File: src/gbs_pkg.sv
`timescale 1ns / 1ps

package gbs_pkg;

	// Defaults for the top-level parameters.
	localparam int MAX_COLS_DEF  = 256;
	localparam int MAX_ROWS_DEF  = 256;
	localparam int FRAC_BITS_DEF = 8;

	// Fixed field widths of the request and result.
	localparam int QUERY_W     = 21;
	localparam int CELL_W      = 24;
	localparam int CELL_FRAC   = 4;
	localparam int IDX_W       = 8;
	localparam int CFG_W       = 9;
	localparam int IN_TDATA_W  = 88;
	localparam int OUT_TDATA_W = 24;

	// Nodata marker in grid units and as a result with its fraction bits.
	localparam int GRID_NODATA = -9999;
	localparam logic signed [CELL_W-1:0] NODATA_ELEV = CELL_W'(GRID_NODATA * (2 ** CELL_FRAC));

	// Request kinds carried on tuser.
	localparam logic MODE_WRITE = 1'b0;
	localparam logic MODE_QUERY = 1'b1;

	// Configuration register indexes.
	localparam logic REG_GRID_COLS = 1'b0;
	localparam logic REG_GRID_ROWS = 1'b1;
	localparam logic [CFG_W-1:0] GRID_SIZE_RST = 9'd256;

	// Result buffer depth, a power of two.
	localparam int OUT_DEPTH = 8;

	// Query control handed from the issue stage to the arithmetic pipeline.
	typedef struct packed {
		logic valid;
		logic no_data;
	} gbs_ctl_t;

endpackage

File: src/gbs_out_fifo.sv
`timescale 1ns / 1ps

module gbs_out_fifo import gbs_pkg::*; (
	input  logic                     clk,
	input  logic                     arst_n,
	input  logic                     push,
	input  logic signed [CELL_W-1:0] push_elev,
	input  logic                     push_nd,
	input  logic                     pop,
	output logic                     valid,
	output logic signed [CELL_W-1:0] elev,
	output logic                     nd
);

	localparam int PTR_W = $clog2(OUT_DEPTH);
	localparam int CNT_W = $clog2(OUT_DEPTH + 1);

	logic signed [CELL_W-1:0] elev_q [OUT_DEPTH];
	logic                     nd_q   [OUT_DEPTH];
	logic [PTR_W-1:0]         wr_ptr_q, rd_ptr_q;
	logic [CNT_W-1:0]         count_q;

	// Pointers and fill level.
	always_ff @(posedge clk or negedge arst_n) begin
		if (!arst_n) begin
			wr_ptr_q <= '0;
			rd_ptr_q <= '0;
			count_q  <= '0;
		end else begin
			if (push) begin
				wr_ptr_q <= wr_ptr_q + PTR_W'(1);
			end
			if (pop) begin
				rd_ptr_q <= rd_ptr_q + PTR_W'(1);
			end
			if (push && !pop) begin
				count_q <= count_q + CNT_W'(1);
			end else if (pop && !push) begin
				count_q <= count_q - CNT_W'(1);
			end
		end
	end

	// Result storage.
	always_ff @(posedge clk) begin
		if (push) begin
			elev_q[wr_ptr_q] <= push_elev;
			nd_q[wr_ptr_q]   <= push_nd;
		end
	end

	assign valid = (count_q != '0);
	assign elev  = elev_q[rd_ptr_q];
	assign nd    = nd_q[rd_ptr_q];

endmodule

File: config.mk
export PLATFORM = sky130hd
export DESIGN_NAME = gbs_out_fifo
export DESIGN_NICKNAME = d
export VERILOG_FILES = /design/src/gbs_pkg.sv /design/src/gbs_out_fifo.sv
export SDC_FILE = /design/constraint.sdc
export NUM_CORES = 1
export LEC_CHECK = 0
export ABC_AREA = 1
export BUFFER_PORTS_ARGS = -buffer_cell sky130_fd_sc_hd__buf_4
export CORE_ASPECT_RATIO = 1.75
export CORE_UTILIZATION = 50
export DETAILED_ROUTE_END_ITERATION = 12
export PLACE_DENSITY = 0.68
export SLEW_MARGIN = 15
export SYNTH_ARGS = -nofsm -noshare
export SYNTH_HDL_FRONTEND = slang
export SYNTH_SLANG_ARGS = --single-unit
File: constraint.sdc
create_clock -name clk -period 6.3 [get_ports clk]
set_input_delay 1.575 -clock clk [delete_from_list [all_inputs] [get_ports clk]]
set_output_delay 1.575 -clock clk [all_outputs]
set_load 0.1 [all_outputs]
# Word-level counts from Yosys, hierarchy flattened
# Memories as Yosys holds them, arrays and structs flattened.
# Index checks and enable logic that the tools add are counted.
# Widths: inputs -> output; s select.
# word_totals
regBits	10
latchBits	0
ram_bits	200
romBits	0
inputBits	29
out_inout_bits	26
elab_cells	19
mem_count	2
# op_classes
addsub	4
n_mul	0
n_div	0
order_cmp	0
eq_ne	0
shift	0
mux	4
bitwise	0
n_reduce_logical	6
# mem_list
name	depth	width	read_ports	rd_ports_with_merged_regs	write_ports	line_no	rtl
elev_q	8	24	1	0	1	gbs_out_fifo.sv:18	logic signed [CELL_W-1:0] elev_q [OUT_DEPTH];
nd_q	8	1	1	0	1	gbs_out_fifo.sv:19	logic nd_q [OUT_DEPTH];
# op_table
operator	count
$mux 4	2
$add 3x1->3 const B	2
$add 4x1->4 const B	1
$reduce_bool 4->1	1
$sub 4x1->4 const B	1
$logic_and 1x1->1	2
$logic_not 1->1	2
$mux 1	2
$reduce_bool 2->1	1

# Depth between registers and ports, before layout
# logic_depth
word_depth	4
mapped_depth	10
ltp_nobuf	10

# Worst setup path after synthesis
# No wires, ideal clock.
# synth_path
path_type	input to register
startpoint	in push
endpoint	mem elev_q[0][0], enable pin
setup_ns	0.407
arrival_time_ns	2.991
required_time_ns	5.893
slack_ns	2.902
stages	3
n_path_buf	0
cell_sequence	inv_1 > or2_2 > nor2_1
# synth_via
elab_chain_cells	2
# synth_lines
item	line_no	rtl
from (decl)	gbs_out_fifo.sv:6	input logic push,
$mux 1	gbs_out_fifo.sv:46	if (push) begin
$mux 1 (implied by the code)	gbs_out_fifo.sv:47	elev_q[wr_ptr_q] <= push_elev;
to (decl)	gbs_out_fifo.sv:18	
# No other way between the ends.

# Worst setup path in the final report
# layout_path
startpoint	reg rd_ptr_q[0]
endpoint	out elev[14]
# layout_via
elab_chain_cells	1
# layout_lines
item	line_no	rtl
from (decl)	gbs_out_fifo.sv:20	logic [PTR_W-1:0] wr_ptr_q, rd_ptr_q;
from (signal assigned)	gbs_out_fifo.sv:34	rd_ptr_q <= rd_ptr_q + PTR_W'(1);
$mem_v2 8x24	n/a	
to (decl)	gbs_out_fifo.sv:11	output logic signed [CELL_W-1:0] elev,
# No other way between the ends.

==> summary.md <==
| Metric | Value |
|---|---|
| IO Pins | `55` |
| CTS tree | `built` |
| Port-buffer cells | `54` |
| CP arrival | `2750 ps` |
| Crit. Startpoint | `rd_ptr_q[0]` |
| Most common cell after layout, fill and taps aside | `nand2_1` |
| # resized after CTS | `0` |
| CP required | `around 4700 ps` |
| Via Count | `approximately 5800` |
| CP Max Fanout | `slightly above 70` |
| Post-DR vias/cell | `about 4.7` |
| Number of synthesized register bits | `between 200 and 250` |
| First-pass GRT wire length | `approximately 27000 um` |
| Ratio of cells with drive above 1 in the final layout | `a little over a tenth` |
| CTS Root Cell | `clkbuf_16` |
| Number of CTS-inserted buffers | `18` |
| Largest net degree at the start of global routing | `72` |
| Maximum root-to-sink buffer count | `3` |
| Worst slew pin tran | `about 1100 ps` |
| Pre-antenna DRT Iters | `5` |
| Num rows | `65` |
| Layout net count | `1019` |
| Post-Synthesis Cells | `about 940` |
| Slowest cell on crit path | `dfrtp_4` |
| Max-slew violations | `0` |
| Setup Skew | `between 4 and 5 ps` |
| Area grow syn2layout | `13.2%` |
| Most frequent cells in the layout | `350 x nand2_1, 201 x nor2_1, 200 x edfxtp_1` |
| Gpl congestion | `0.750` |
| Post-CTS Setup Bufs | `0` |
| Period minus WS final | `between 4000 and 5000 ps` |
| Total Routing Usage GR | `between 10% and 20%` |
| Max cap viols | `0` |
| Avg Inst Size Synth | `9.75 sq um` |
| Crit start category | `flop` |
| CP bufs+invs | `2` |
| Cell family contributing the most delay on the critical path | `flip-flops` |
| Yosys warns | `0` |
| RSZ-0062 raised after global routing | `no` |
| Setup CP Type | `flop to primary output` |
| WL final | `between 15000 and 20000 um` |
| F_max | `231 MHz` |
| Post-synth net total | `973` |
| Die area | `roughly 19000 sq um` |
| Crit Reg-Reg Startpoint | `rd_ptr_q[0]` |
| CTS H-Tree Depth | `1` |
| Relative slew slack | `about 29%` |
| CP endpoint kind | `primary output` |
| Initial Util | `between 50% and 60%` |
| CP cell instances | `buf_4 > nor2_1 > nor2_1 > nand2_1 > nand2_1 > nand2_1 > nand2_1 > buf_4` |
| Part of the cycle the worst path needs | `between 60% and 70%` |
| Ant diodes | `0` |
| Worst-path clk slew | `~60 ps` |
| Hold_buf cts | `0` |
| Die Y | `181 um` |
| Clk sinks | `between 200 and 250` |
| Hold Vio Cnt, Final | `0` |
| Final-report setup violation count | `0` |
| Seq/Total Area, Yosys | `between 60% and 70%` |
| Grt ovf | `0` |
| Post-Route Setup TNS | `0 ps` |
| ANT nets after route | `0` |
| Final HPWL DP | `between 9000 and 10000 um` |
| Most frequent CP cell | `nand2_1` |
| Mapped Area | `a little over 9000 sq um` |
| Core Area | `18000 sq um` |
| Die X | `around 100 um` |
| Hold Crit Class | `flop to flop` |
| Crit-path max cell delay | `a little under 900 ps` |
| Outcome | `finished clean` |
| Avg WL per Cell | `roughly 14 um` |
| Antenna violations before repair | `0` |
| Residual DRC count | `0` |
| 1st-iter DRT viols | `a little under 300` |
| Min-delay src | `count_q[2]` |
| Synth unique cells | `17` |
| Clk_lat worst skew | `~480 ps` |
| Number of global-route vias before repair | `5503` |
-- cell usage after synthesis --
cell / number / area, sq um
buf_4: 10 / 75.1
nor2_1: 209 / 785
nand3_1: 2 / 10.0
o21ai_0: 4 / 20.0
buf_1: 1 / 3.75
dfrtp_1: 10 / 250
ha_1: 5 / 62.6
edfxtp_1: 200 / 6010
xor2_1: 3 / 26.3
fa_1: 1 / 20.0
xnor2_1: 2 / 17.5
inv_2: 2 / 7.51
buf_2: 21 / 105
nand2_1: 350 / 1310
inv_1: 110 / 413
or2_2: 2 / 12.5
clkbuf_1: 6 / 22.5
-- final timing paths --
check	endpoint	slack [ps]	cells after the start
min in group asynchronous	count_q[3]	920	1
hold reg to reg	count_q[2]	530	2
max in group asynchronous	rd_ptr_q[0]	5210	1
setup / recovery	elev[14]	1980	8
setup reg to reg	rd_ptr_q[1]	4250	4
hold / removal	count_q[2]	530	2
-- registers in the layout, summed over array words and instances, names as in the netlist --
register	cells
rd_ptr_q	3
elev_q	192
count_q	4
nd_q	8
wr_ptr_q	3
-- metal layers --
layer	wire (um)	track usage, %	vias up
met5	0	0	-
met4	622	8.97	0
met3	684	2.45	40
met2	8660	32.7	106
met1	6880	22.1	2650
li1	-	-	2992
-- worst min-delay path, cell delays in order, from the launching register on --
cell and delay [ps]:
dfrtp_1 370, nand2_1 50, o21ai_0 70
-- cell type report --
cell class | instances | area (sq um)
clock buffers | 29 | 553
clock inverters | 3 | 43.8
fillers | 1502 | 7620
inverters | 112 | 420
multi-input cells | 578 | 2300
flip-flops and latches | 210 | 6260
well taps | 234 | 293
repair buffers | 64 | 480
-- through the flow --
| step | cells | worst slack (ps) | hold slack, ps | util, % | area [sq um] |
|---|---|---|---|---|---|
| global placement | 1198 | 2540 | 512 | 54.3 | 9760 |
| global route | 1230 | 1770 | 563 | 57.6 | 10400 |
| CTS | 1230 | 1960 | 525 | 57.6 | 10400 |
| floorplan | 938 | 2900 | 479 | - | 9150 |
| finish | 1230 | 1980 | 529 | 57.6 | 10400 |
| detailed placement | 1198 | 2480 | 512 | 54.3 | 9760 |
-- kinds of logic (layout without fill, tap and decap cells) --
| family | count (synthesis) | count (layout) | synth area share, % |
|---|---|---|---|
| and+or+nand+nor | 563 | 563 | 23.2 |
| DFF | 210 | 210 | 68.4 |
| buffers and inverters | 150 | 208 | 6.85 |
| adders and majority gates | 6 | 6 | 0.903 |
| xor gates and xnor gates | 5 | 5 | 0.479 |
| AOI/OAI and AO/OA | 4 | 4 | 0.219 |
Power is left out: the tool's default activity adds up to more than one toggle a clock period on the data nets, which glitch-free logic cannot reach.
