**src/gbs_pkg.sv**
```systemverilog
`timescale 1ns / 1ps

package gbs_pkg;

	// Defaults for the top-level parameters.
	localparam int MAX_COLS_DEF  = 256;
	localparam int MAX_ROWS_DEF  = 256;
	localparam int FRAC_BITS_DEF = 8;

	// Fixed field widths of the request and result.
	localparam int QUERY_W     = 21;
	localparam int CELL_W      = 24;
	localparam int CELL_FRAC   = 4;
	localparam int IDX_W       = 8;
	localparam int CFG_W       = 9;
	localparam int IN_TDATA_W  = 88;
	localparam int OUT_TDATA_W = 24;

	// Nodata marker in grid units and as a result with its fraction bits.
	localparam int GRID_NODATA = -9999;
	localparam logic signed [CELL_W-1:0] NODATA_ELEV = CELL_W'(GRID_NODATA * (2 ** CELL_FRAC));

	// Request kinds carried on tuser.
	localparam logic MODE_WRITE = 1'b0;
	localparam logic MODE_QUERY = 1'b1;

	// Configuration register indexes.
	localparam logic REG_GRID_COLS = 1'b0;
	localparam logic REG_GRID_ROWS = 1'b1;
	localparam logic [CFG_W-1:0] GRID_SIZE_RST = 9'd256;

	// Result buffer depth, a power of two.
	localparam int OUT_DEPTH = 8;

	// Query control handed from the issue stage to the arithmetic pipeline.
	typedef struct packed {
		logic valid;
		logic no_data;
	} gbs_ctl_t;

endpackage

```
**src/gbs_issue.sv**
```systemverilog
`timescale 1ns / 1ps

module gbs_issue import gbs_pkg::*; #(
	parameter int MAX_COLS  = MAX_COLS_DEF,
	parameter int MAX_ROWS  = MAX_ROWS_DEF,
	parameter int FRAC_BITS = FRAC_BITS_DEF,
	localparam int CW = $clog2(MAX_COLS),
	localparam int RW = $clog2(MAX_ROWS),
	localparam int AW = CW + RW
) (
	input  logic                        clk,
	input  logic                        arst_n,
	input  logic                        fire,
	input  logic                        mode,
	input  logic [IDX_W-1:0]            cell_col,
	input  logic [IDX_W-1:0]            cell_row,
	input  logic signed [CELL_W-1:0]    cell_value,
	input  logic signed [QUERY_W-1:0]   query_x,
	input  logic signed [QUERY_W-1:0]   query_y,
	input  logic [CFG_W-1:0]            grid_cols,
	input  logic [CFG_W-1:0]            grid_rows,
	output logic                        busy,
	output logic                        mem_we,
	output logic [AW-1:0]               mem_waddr,
	output logic signed [CELL_W-1:0]    mem_wdata,
	output logic [AW-1:0]               raddr_a,
	output logic [AW-1:0]               raddr_b,
	output gbs_ctl_t                    ctl,
	output logic signed [FRAC_BITS:0]   fx,
	output logic signed [FRAC_BITS:0]   fy,
	output logic signed [FRAC_BITS+1:0] omfx,
	output logic signed [FRAC_BITS+1:0] omfy
);

	localparam int IW    = QUERY_W - 1 - FRAC_BITS;
	localparam int LWC   = ($clog2(MAX_COLS + 1) > CFG_W) ? $clog2(MAX_COLS + 1) : CFG_W;
	localparam int LWR   = ($clog2(MAX_ROWS + 1) > CFG_W) ? $clog2(MAX_ROWS + 1) : CFG_W;
	localparam int CMPWC = ((IW > LWC) ? IW : LWC) + 1;
	localparam int CMPWR = ((IW > LWR) ? IW : LWR) + 1;
	localparam logic signed [FRAC_BITS+1:0] ONE_FX = {2'b01, {FRAC_BITS{1'b0}}};

	logic               query_fire;
	logic               x_neg, y_neg, x_in_ok, y_in_ok, x_out, y_out;
	logic [IW-1:0]      x_int, y_int;
	logic [LWC-1:0]     eff_cols;
	logic [LWR-1:0]     eff_rows;
	logic [FRAC_BITS:0] fx_in, fy_in;

	logic               valid_s1, phase_s1, nodata_s1;
	logic [CW-1:0]      x1_s1;
	logic [RW-1:0]      y1_s1;
	logic [RW-1:0]      row_rd;

	// Grid writes go straight to memory; cells beyond the storage are dropped.
	always_comb begin
		mem_we    = fire && (mode == MODE_WRITE) && (int'(cell_col) < MAX_COLS)
			&& (int'(cell_row) < MAX_ROWS);
		mem_waddr = {RW'(cell_row), CW'(cell_col)};
		mem_wdata = cell_value;
	end

	assign query_fire = fire && (mode == MODE_QUERY);

	// Grid size in use, clamped to the storage.
	always_comb begin
		eff_cols = (LWC'(grid_cols) > LWC'(MAX_COLS)) ? LWC'(MAX_COLS) : LWC'(grid_cols);
		eff_rows = (LWR'(grid_rows) > LWR'(MAX_ROWS)) ? LWR'(MAX_ROWS) : LWR'(grid_rows);
	end

	// Truncation toward zero. A negative coordinate above minus one truncates to zero
	// and keeps its negative fraction; anything lower is outside the grid.
	always_comb begin
		x_neg   = query_x[QUERY_W-1];
		y_neg   = query_y[QUERY_W-1];
		x_in_ok = (&query_x[QUERY_W-1:FRAC_BITS]) & (|query_x[FRAC_BITS-1:0]);
		y_in_ok = (&query_y[QUERY_W-1:FRAC_BITS]) & (|query_y[FRAC_BITS-1:0]);
		x_int   = x_neg ? '0 : query_x[QUERY_W-2:FRAC_BITS];
		y_int   = y_neg ? '0 : query_y[QUERY_W-2:FRAC_BITS];
		x_out   = (x_neg & ~x_in_ok) | (CMPWC'(x_int) + CMPWC'(1) >= CMPWC'(eff_cols));
		y_out   = (y_neg & ~y_in_ok) | (CMPWR'(y_int) + CMPWR'(1) >= CMPWR'(eff_rows));
		fx_in   = {x_neg, query_x[FRAC_BITS-1:0]};
		fy_in   = {y_neg, query_y[FRAC_BITS-1:0]};
	end

	// A query holds this stage while the top row is read, then the bottom row.
	always_ff @(posedge clk or negedge arst_n) begin
		if (!arst_n) begin
			valid_s1 <= 1'b0;
			phase_s1 <= 1'b0;
		end else if (query_fire) begin
			valid_s1 <= 1'b1;
			phase_s1 <= 1'b0;
		end else if (valid_s1 && !phase_s1) begin
			phase_s1 <= 1'b1;
		end else begin
			valid_s1 <= 1'b0;
			phase_s1 <= 1'b0;
		end
	end

	always_ff @(posedge clk) begin
		if (query_fire) begin
			nodata_s1 <= x_out | y_out;
			x1_s1     <= CW'(x_int);
			y1_s1     <= RW'(y_int);
			fx        <= fx_in;
			fy        <= fy_in;
			omfx      <= ONE_FX - {fx_in[FRAC_BITS], fx_in};
			omfy      <= ONE_FX - {fy_in[FRAC_BITS], fy_in};
		end
	end

	// Read addresses for the current row of the 2x2 neighborhood.
	always_comb begin
		row_rd  = phase_s1 ? (y1_s1 + RW'(1)) : y1_s1;
		raddr_a = {row_rd, x1_s1};
		raddr_b = {row_rd, x1_s1 + CW'(1)};
	end

	assign busy        = valid_s1 && !phase_s1;
	assign ctl.valid   = valid_s1 && !phase_s1;
	assign ctl.no_data = nodata_s1;

endmodule

```
**config.mk**
```make
export PLATFORM = sky130hd
export DESIGN_NAME = gbs_issue
export DESIGN_NICKNAME = d
export VERILOG_FILES = /design/src/gbs_pkg.sv /design/src/gbs_issue.sv
export SDC_FILE = /design/constraint.sdc
export NUM_CORES = 1
export LEC_CHECK = 0
export BUFFER_PORTS_ARGS = -buffer_cell sky130_fd_sc_hd__buf_4
export CAP_MARGIN = 40
export CELL_PAD_IN_SITES_DETAIL_PLACEMENT = 0
export CELL_PAD_IN_SITES_GLOBAL_PLACEMENT = 1
export CORE_UTILIZATION = 29
export DETAILED_ROUTE_END_ITERATION = 10
export GPL_TIMING_DRIVEN = 0
export HOLD_SLACK_MARGIN = 0.05
export MAX_ROUTING_LAYER = met4
export PLACE_DENSITY = 0.87
export SYNTH_ARGS = -nofsm -noshare
export SYNTH_HDL_FRONTEND = slang
export SYNTH_SLANG_ARGS = --single-unit
```
**constraint.sdc**
```tcl
create_clock -name clk -period 1.1 [get_ports clk]
set_input_delay 0.11 -clock clk [delete_from_list [all_inputs] [get_ports clk]]
set_output_delay 0.11 -clock clk [all_outputs]
set_load 0.02 [all_outputs]
```
Yosys cells after proc, flatten, opt, wreduce, memory -nomap -nowiden
Index checks and enable logic that the tools add are counted.

storage, ports and cells
  input port bits = 104
  word-level logic and storage cells = 47
  output and inout bits = 114
  bits in registers = 57

operators by class
  equal/unequal tests = 1
  order comparisons = 4
  bitwise logic cells = 10
  $add $sub $neg = 6
  reductions and logical operators = 8
  muxes and demuxes = 9

operators by type and width
  cell                                                                      number
  12-bit by 1-bit adder with 13-bit output (second input constant)          2
  13-bit by 9-bit >= comparator with 1-bit output                           2
  13-bit AND reduction                                                      2
  12-bit 2-to-1 mux                                                         2
  9-bit by 10-bit subtractor with 10-bit output (first input constant)      2
  9-bit greater-than comparator (second input constant)                     2
  9-bit 2-to-1 mux                                                          2
  8-bit by 1-bit adder with 8-bit output (second input constant)            2
  8-bit OR reduction                                                        2
  8-bit 2-to-1 mux                                                          1
  1-bit bitwise AND                                                         4
  1-bit 2-to-1 mux                                                          4
  1-bit logical AND                                                         3
  1-bit NOT                                                                 3
  1-bit bitwise OR                                                          3
  2-bit by 1-bit inequality test with 1-bit output (second input constant)  1
  1-bit logical NOT                                                         1

Logic depth before layout (Yosys ltp)
  depth in word-level cells = 6
  mapped depth = 14
  gate-level depth less buffers = 12

Least setup slack after synthesis
No wires, ideal clock.

  path kind = in2reg
  from = input query_x[20]
  to = register nodata_s1 (data pin)
  arrival time = 2,572 ps
  stages on the path = 14
  path buffers = 2
  library setup time = 275 ps
  path slack = -1,747 ps
  data required time = 825 ps
  path through = buf_6 -> clkbuf_1 -> nor2b_1 -> ha_1 -> and3_4 -> nand3_1 -> xor2_1 -> nor2_1 -> ha_1 -> a211o_1 -> a221oi_1 -> o2111ai_1 -> a311oi_1 -> o2111ai_1

between the ends
  elaborated cells on any way between the ends = 9
  those cells by class = 1 x add/sub; 1 x order compare; 1 x mux; 5 x bitwise; 1 x reduce/logical

RTL lines
  item                                             line              source
  from (decl)                                      gbs_issue.sv:18   input logic signed [QUERY_W-1:0] query_x,
  12-bit 2-to-1 mux                                gbs_issue.sv:77   x_int = x_neg ? '0 : query_x[QUERY_W-2:FRAC_BITS];
  via x_int[0]                                     gbs_issue.sv:44   logic [IW-1:0] x_int, y_int;
  12-bit by 1-bit adder with 13-bit output         gbs_issue.sv:79   x_out = (x_neg & ~x_in_ok) | (CMPWC'(x_int) + CMPWC'(1) >= CMPWC'(eff_cols));
  13-bit by 9-bit >= comparator with 1-bit output  gbs_issue.sv:79
  1-bit bitwise OR                                 gbs_issue.sv:79
  1-bit bitwise OR                                 gbs_issue.sv:103  nodata_s1 <= x_out | y_out;
  to (signal assigned)                             gbs_issue.sv:103
  to (decl)                                        gbs_issue.sv:49   logic valid_s1, phase_s1, nodata_s1;

The timed path passes the listed nets, and every way through them passes these cells.
A chain may end at the register's enable or synchronous reset.

Worst setup path after layout
Ends and elaborated chain as after synthesis.

==> results.txt <==
* Status: finished with violations
- Violations in the final reports: setup timing
* Number of antenna repair diodes: 0
- Fraction of layout instances using a drive strength above 1: 57.9%
* Slew HR: 52.4%
- Total wirelength of the detailed-routed design: 10.3 mm
- Count of max-cap constraint violations: 0
- The largest single stage delay on the critical path is 290 ps.
- Entering global routing, the biggest net connects 56 pins.
- Sequential fraction of the synthesis area: 44.7%
- Excluding fillers, the count of instances in the completed layout stands at 755.
- Cell Area, Synth: around 3700 um^2
- The final-report hold violation count was 0.
- Via density per instance: 4.50
- Yosys mapped a number of flops with a built-in enable equal to 53.
- In the global route stage, overall resource usage came out at 15.8%.
* Final setup violation count: 34
- The pre-antenna-repair detailed-routing pass consisted of 4 iterations.
- Number of cells produced by synthesis: approximately 340
- The min-delay analysis places its worst path in the category primary input to flop.
- Post-DP HPWL: between 7 and 8 mm
- Buffers & Inverters on Critical Path: 3
* Standard-cell row count: 40
* Main flop type after synthesis: edfxtp_1
- Setup TNS: -12980 ps
- between 200 and 250 I/O pins were placed.
- After synthesis the netlist holds a flip-flop and latch count of 55.
- The later pin in the worst-skew pair is clocked with a latency of 280 ps.
* Max-slew violation total from the final report: 0
* Sort of element at the end of the critical path: flop
- Setup repair after global routing could not meet its margin everywhere.
- The analysis attributes to cell leakage a power of between 2 and 3 nW.
- Derived from the worst setup path, the maximum achievable clock frequency is 415 MHz.
- Slowest cell on crit path: ha_1
- The die covers 13100 um^2.
- Most used cell, CP: buf_8
- Power density cells: ~1100 nW/um^2
* Number of placed cells counting well taps: 688
* Number of vias after detailed routing: 3401
- For the pin with the worst max-slew slack, the measured transition is 714 ps.
* Final total power: 7.03 mW
- The number of antenna violations at the first check in global routing came to 0.
- Averaged over all synthesized cells, the footprint is 10.7 um^2.
- Starting density of the core: a little under a third
- Clock tree from TritonCTS: yes
* Final critical-path setup slack: -1310 ps
- Data on the critical path arrives at its endpoint at 2430 ps.
- Weighted congestion reported at the end of routability-driven placement: 0.912
- Along the worst path, the maximum fanout reaches 3.
- The worst setup path is launched from a primary input.
- Port buffering added 177 buffers.
* Max Clock Skew: 0.0606 ps
- Top cell family by delay on the critical path: compound AO/OA/AOI/OAI gates
- Height of the chip: 115 um
- Count of different cell masters after synthesis: 49
- Path type of the worst setup path: primary input to flop
- Summed over all layers, the global routing overflow is 0.
- The Yosys step of the flow raised 0 warnings.
- Clock-pin slew was measured on the worst setup and hold paths at 80 ps.
- In this run, the number of DRC markers left after iteration 0 of detailed routing was 224.
- Across the VDD grid, the largest voltage drop is 577 uV.
- In the final design database the tool counted 714 nets.
* Placeable core region: 12200 um^2
- CTS HTree Levels: 2
- The count of nets left with antenna violations once routing finished came out at 0.
* Finished Core Util: 53.6%
* CTS buffer count: 5
* Remaining design rule violation count: 0
- Net count after synthesis: 471
- Data on the critical path is required at its endpoint by 1120 ps.
- Die boundary width: 115 um
- Cells along the critical path: buf_8, buf_8, clkbuf_16, nor2b_4, ha_4, and3_4, nand3_2, xor2_1, nor2_1, ha_1, a211o_1, a221oi_2, o2111ai_2, a311oi_2, o2111ai_1
- Counting every sink on the clock net gives between 50 and 60.
- Via count of the first global-routing pass: 3197
- The tree is rooted in a clkbuf_16.
- After synthesis, the share of flip-flops with an asynchronous set or reset is 3.64%.
- The clock passes through at most 2 buffers.
- Dividing the detail-routed wire length by the instance count gives about 14 um.
- The first global-routing pass estimated 15.5 mm of wire.
- Final worst-path cycle share: 219%
- Worst hold slack across all endpoints: 96.6 ps
* Fill count: around 1100
* Final min period: roughly 2400 ps
- Area added between synthesis and finish: 77.5%
[metrics by stage]
stage	area [um^2]	setup WS, ps
floorplan	4090	-1410
global placement	5630	-1970
detailed placement	5630	-1970
CTS	6410	-1420
global route	6520	-1500
finish	6520	-1310
[path summary, 6_finish.rpt]
check / endpoint / slack [ps] / start / cells after the start
min in group asynchronous: phase_s1 / 170 / arst_n / 2
hold reg to reg: valid_s1 / 730 / valid_s1 / 3
hold / removal: fx[8] / 100 / query_x[20] / 2
setup / recovery: nodata_s1 / -1310 / query_x[20] / 15
setup reg to reg: valid_s1 / 70 / phase_s1 / 4
max in group asynchronous: phase_s1 / 830 / arst_n / 2
[repair_timing]
| item | in CTS | in global routing |
|---|---|---|
| gates resized for setup | 59 | 12 |
| hold buffers | 18 | 0 |
| setup buffers | 30 | 18 |
| hold endpoints to repair | 19 | 0 |
| endpoints found under the setup margin | 34 | 38 |
| pin swaps | 24 | 21 |
| cloned | 0 | 0 |
[report_power, final]
group	switching, mW	total [mW]	internal (mW)
sequential	0.0913	2.58	2.48
clock	0.727	1.58	0.854
combinational	1.33	2.87	1.54
total	2.15	7.03	4.88
[layer usage]
metal	vias up	global-route usage [%]	part of all wire, %
li1	1666	-	-
met2	191	28.6	53
met5	-	-	0
met3	20	2.28	6.1
met1	1524	17.1	38
met4	0	6.93	2.4
[sequential cells by signal, summed over array words and instances (netlist names), 8 cells and up]
name / flops
y1_s1: 8
x1_s1: 8
fx: 9
omfy: 9
omfx: 9
fy: 9
[synth_stat cells (2+ instances only)]
cell type  count  share of area (%)
o211ai_1       2               0.41
nand2_1       28                2.9
inv_1          8               0.82
a21o_1         2               0.41
edfxtp_1      53                 43
ha_1          24                8.2
nand2b_1       2               0.34
clkinv_1       2               0.20
a211oi_1       2               0.41
and2_1         2               0.34
xnor2_1       18                4.3
a21oi_1        5               0.68
nor2_1        20                2.0
or3_1          3               0.51
o31ai_1        2               0.41
xor2_1        23                5.5
and3_1         6                1.0
nor3_1         2               0.27
o2111ai_1      2               0.48
or4_1          2               0.41
nand3_1       16                2.2
buf_4         52                 11
nor3b_1        3               0.61
clkbuf_1       2               0.20
o21ai_1        2               0.27
and4_1         4               0.95
nand4_1        9                1.5
buf_6          2               0.61
and3_4         2               0.61
nor2b_1       23                3.9
dfrtp_1        2                1.4
[cells in the final DEF, fill, tap and decap left out, types with 3 or more instances in the layout]
master and instances:
a21oi_1 5, and3_1 4, and3_4 4, and4_1 3
buf_4 218, buf_6 53, clkbuf_16 6, clkinv_1 3
dlygate4sd3_1 18, edfxtp_1 53, ha_1 19, ha_4 5
inv_1 5, nand2_1 24, nand2_4 4, nand3_1 12
nand4_1 9, nor2_1 16, nor2_2 3, nor2b_1 19
nor2b_4 4, xnor2_1 10, xnor2_2 3, xnor2_4 5
xor2_1 18, xor2_4 4
[logic make-up after synthesis]
logic type | count (synthesis) | synth area share [%]
xor+xnor | 41 | 9.77
flops | 55 | 44.7
compound gates | 28 | 5.89
simple gates | 128 | 18.8
mux | 1 | 0.306
fa+ha+maj | 24 | 8.17
buf+inv | 66 | 12.5
[cell type report]
type / instances / area (um^2) / share of cell area, %
buffer: 54 / 457 / 7.00
inverter: 10 / 40.0 / 0.614
clock buffer: 5 / 125 / 1.92
multi-input combinational: 222 / 2020 / 30.9
clock inverter: 3 / 21.3 / 0.326
tap: 168 / 210 / 3.22
timing repair buffer: 238 / 2010 / 30.8
sequential: 55 / 1640 / 25.2
Power figures use the tool's default switching activity.
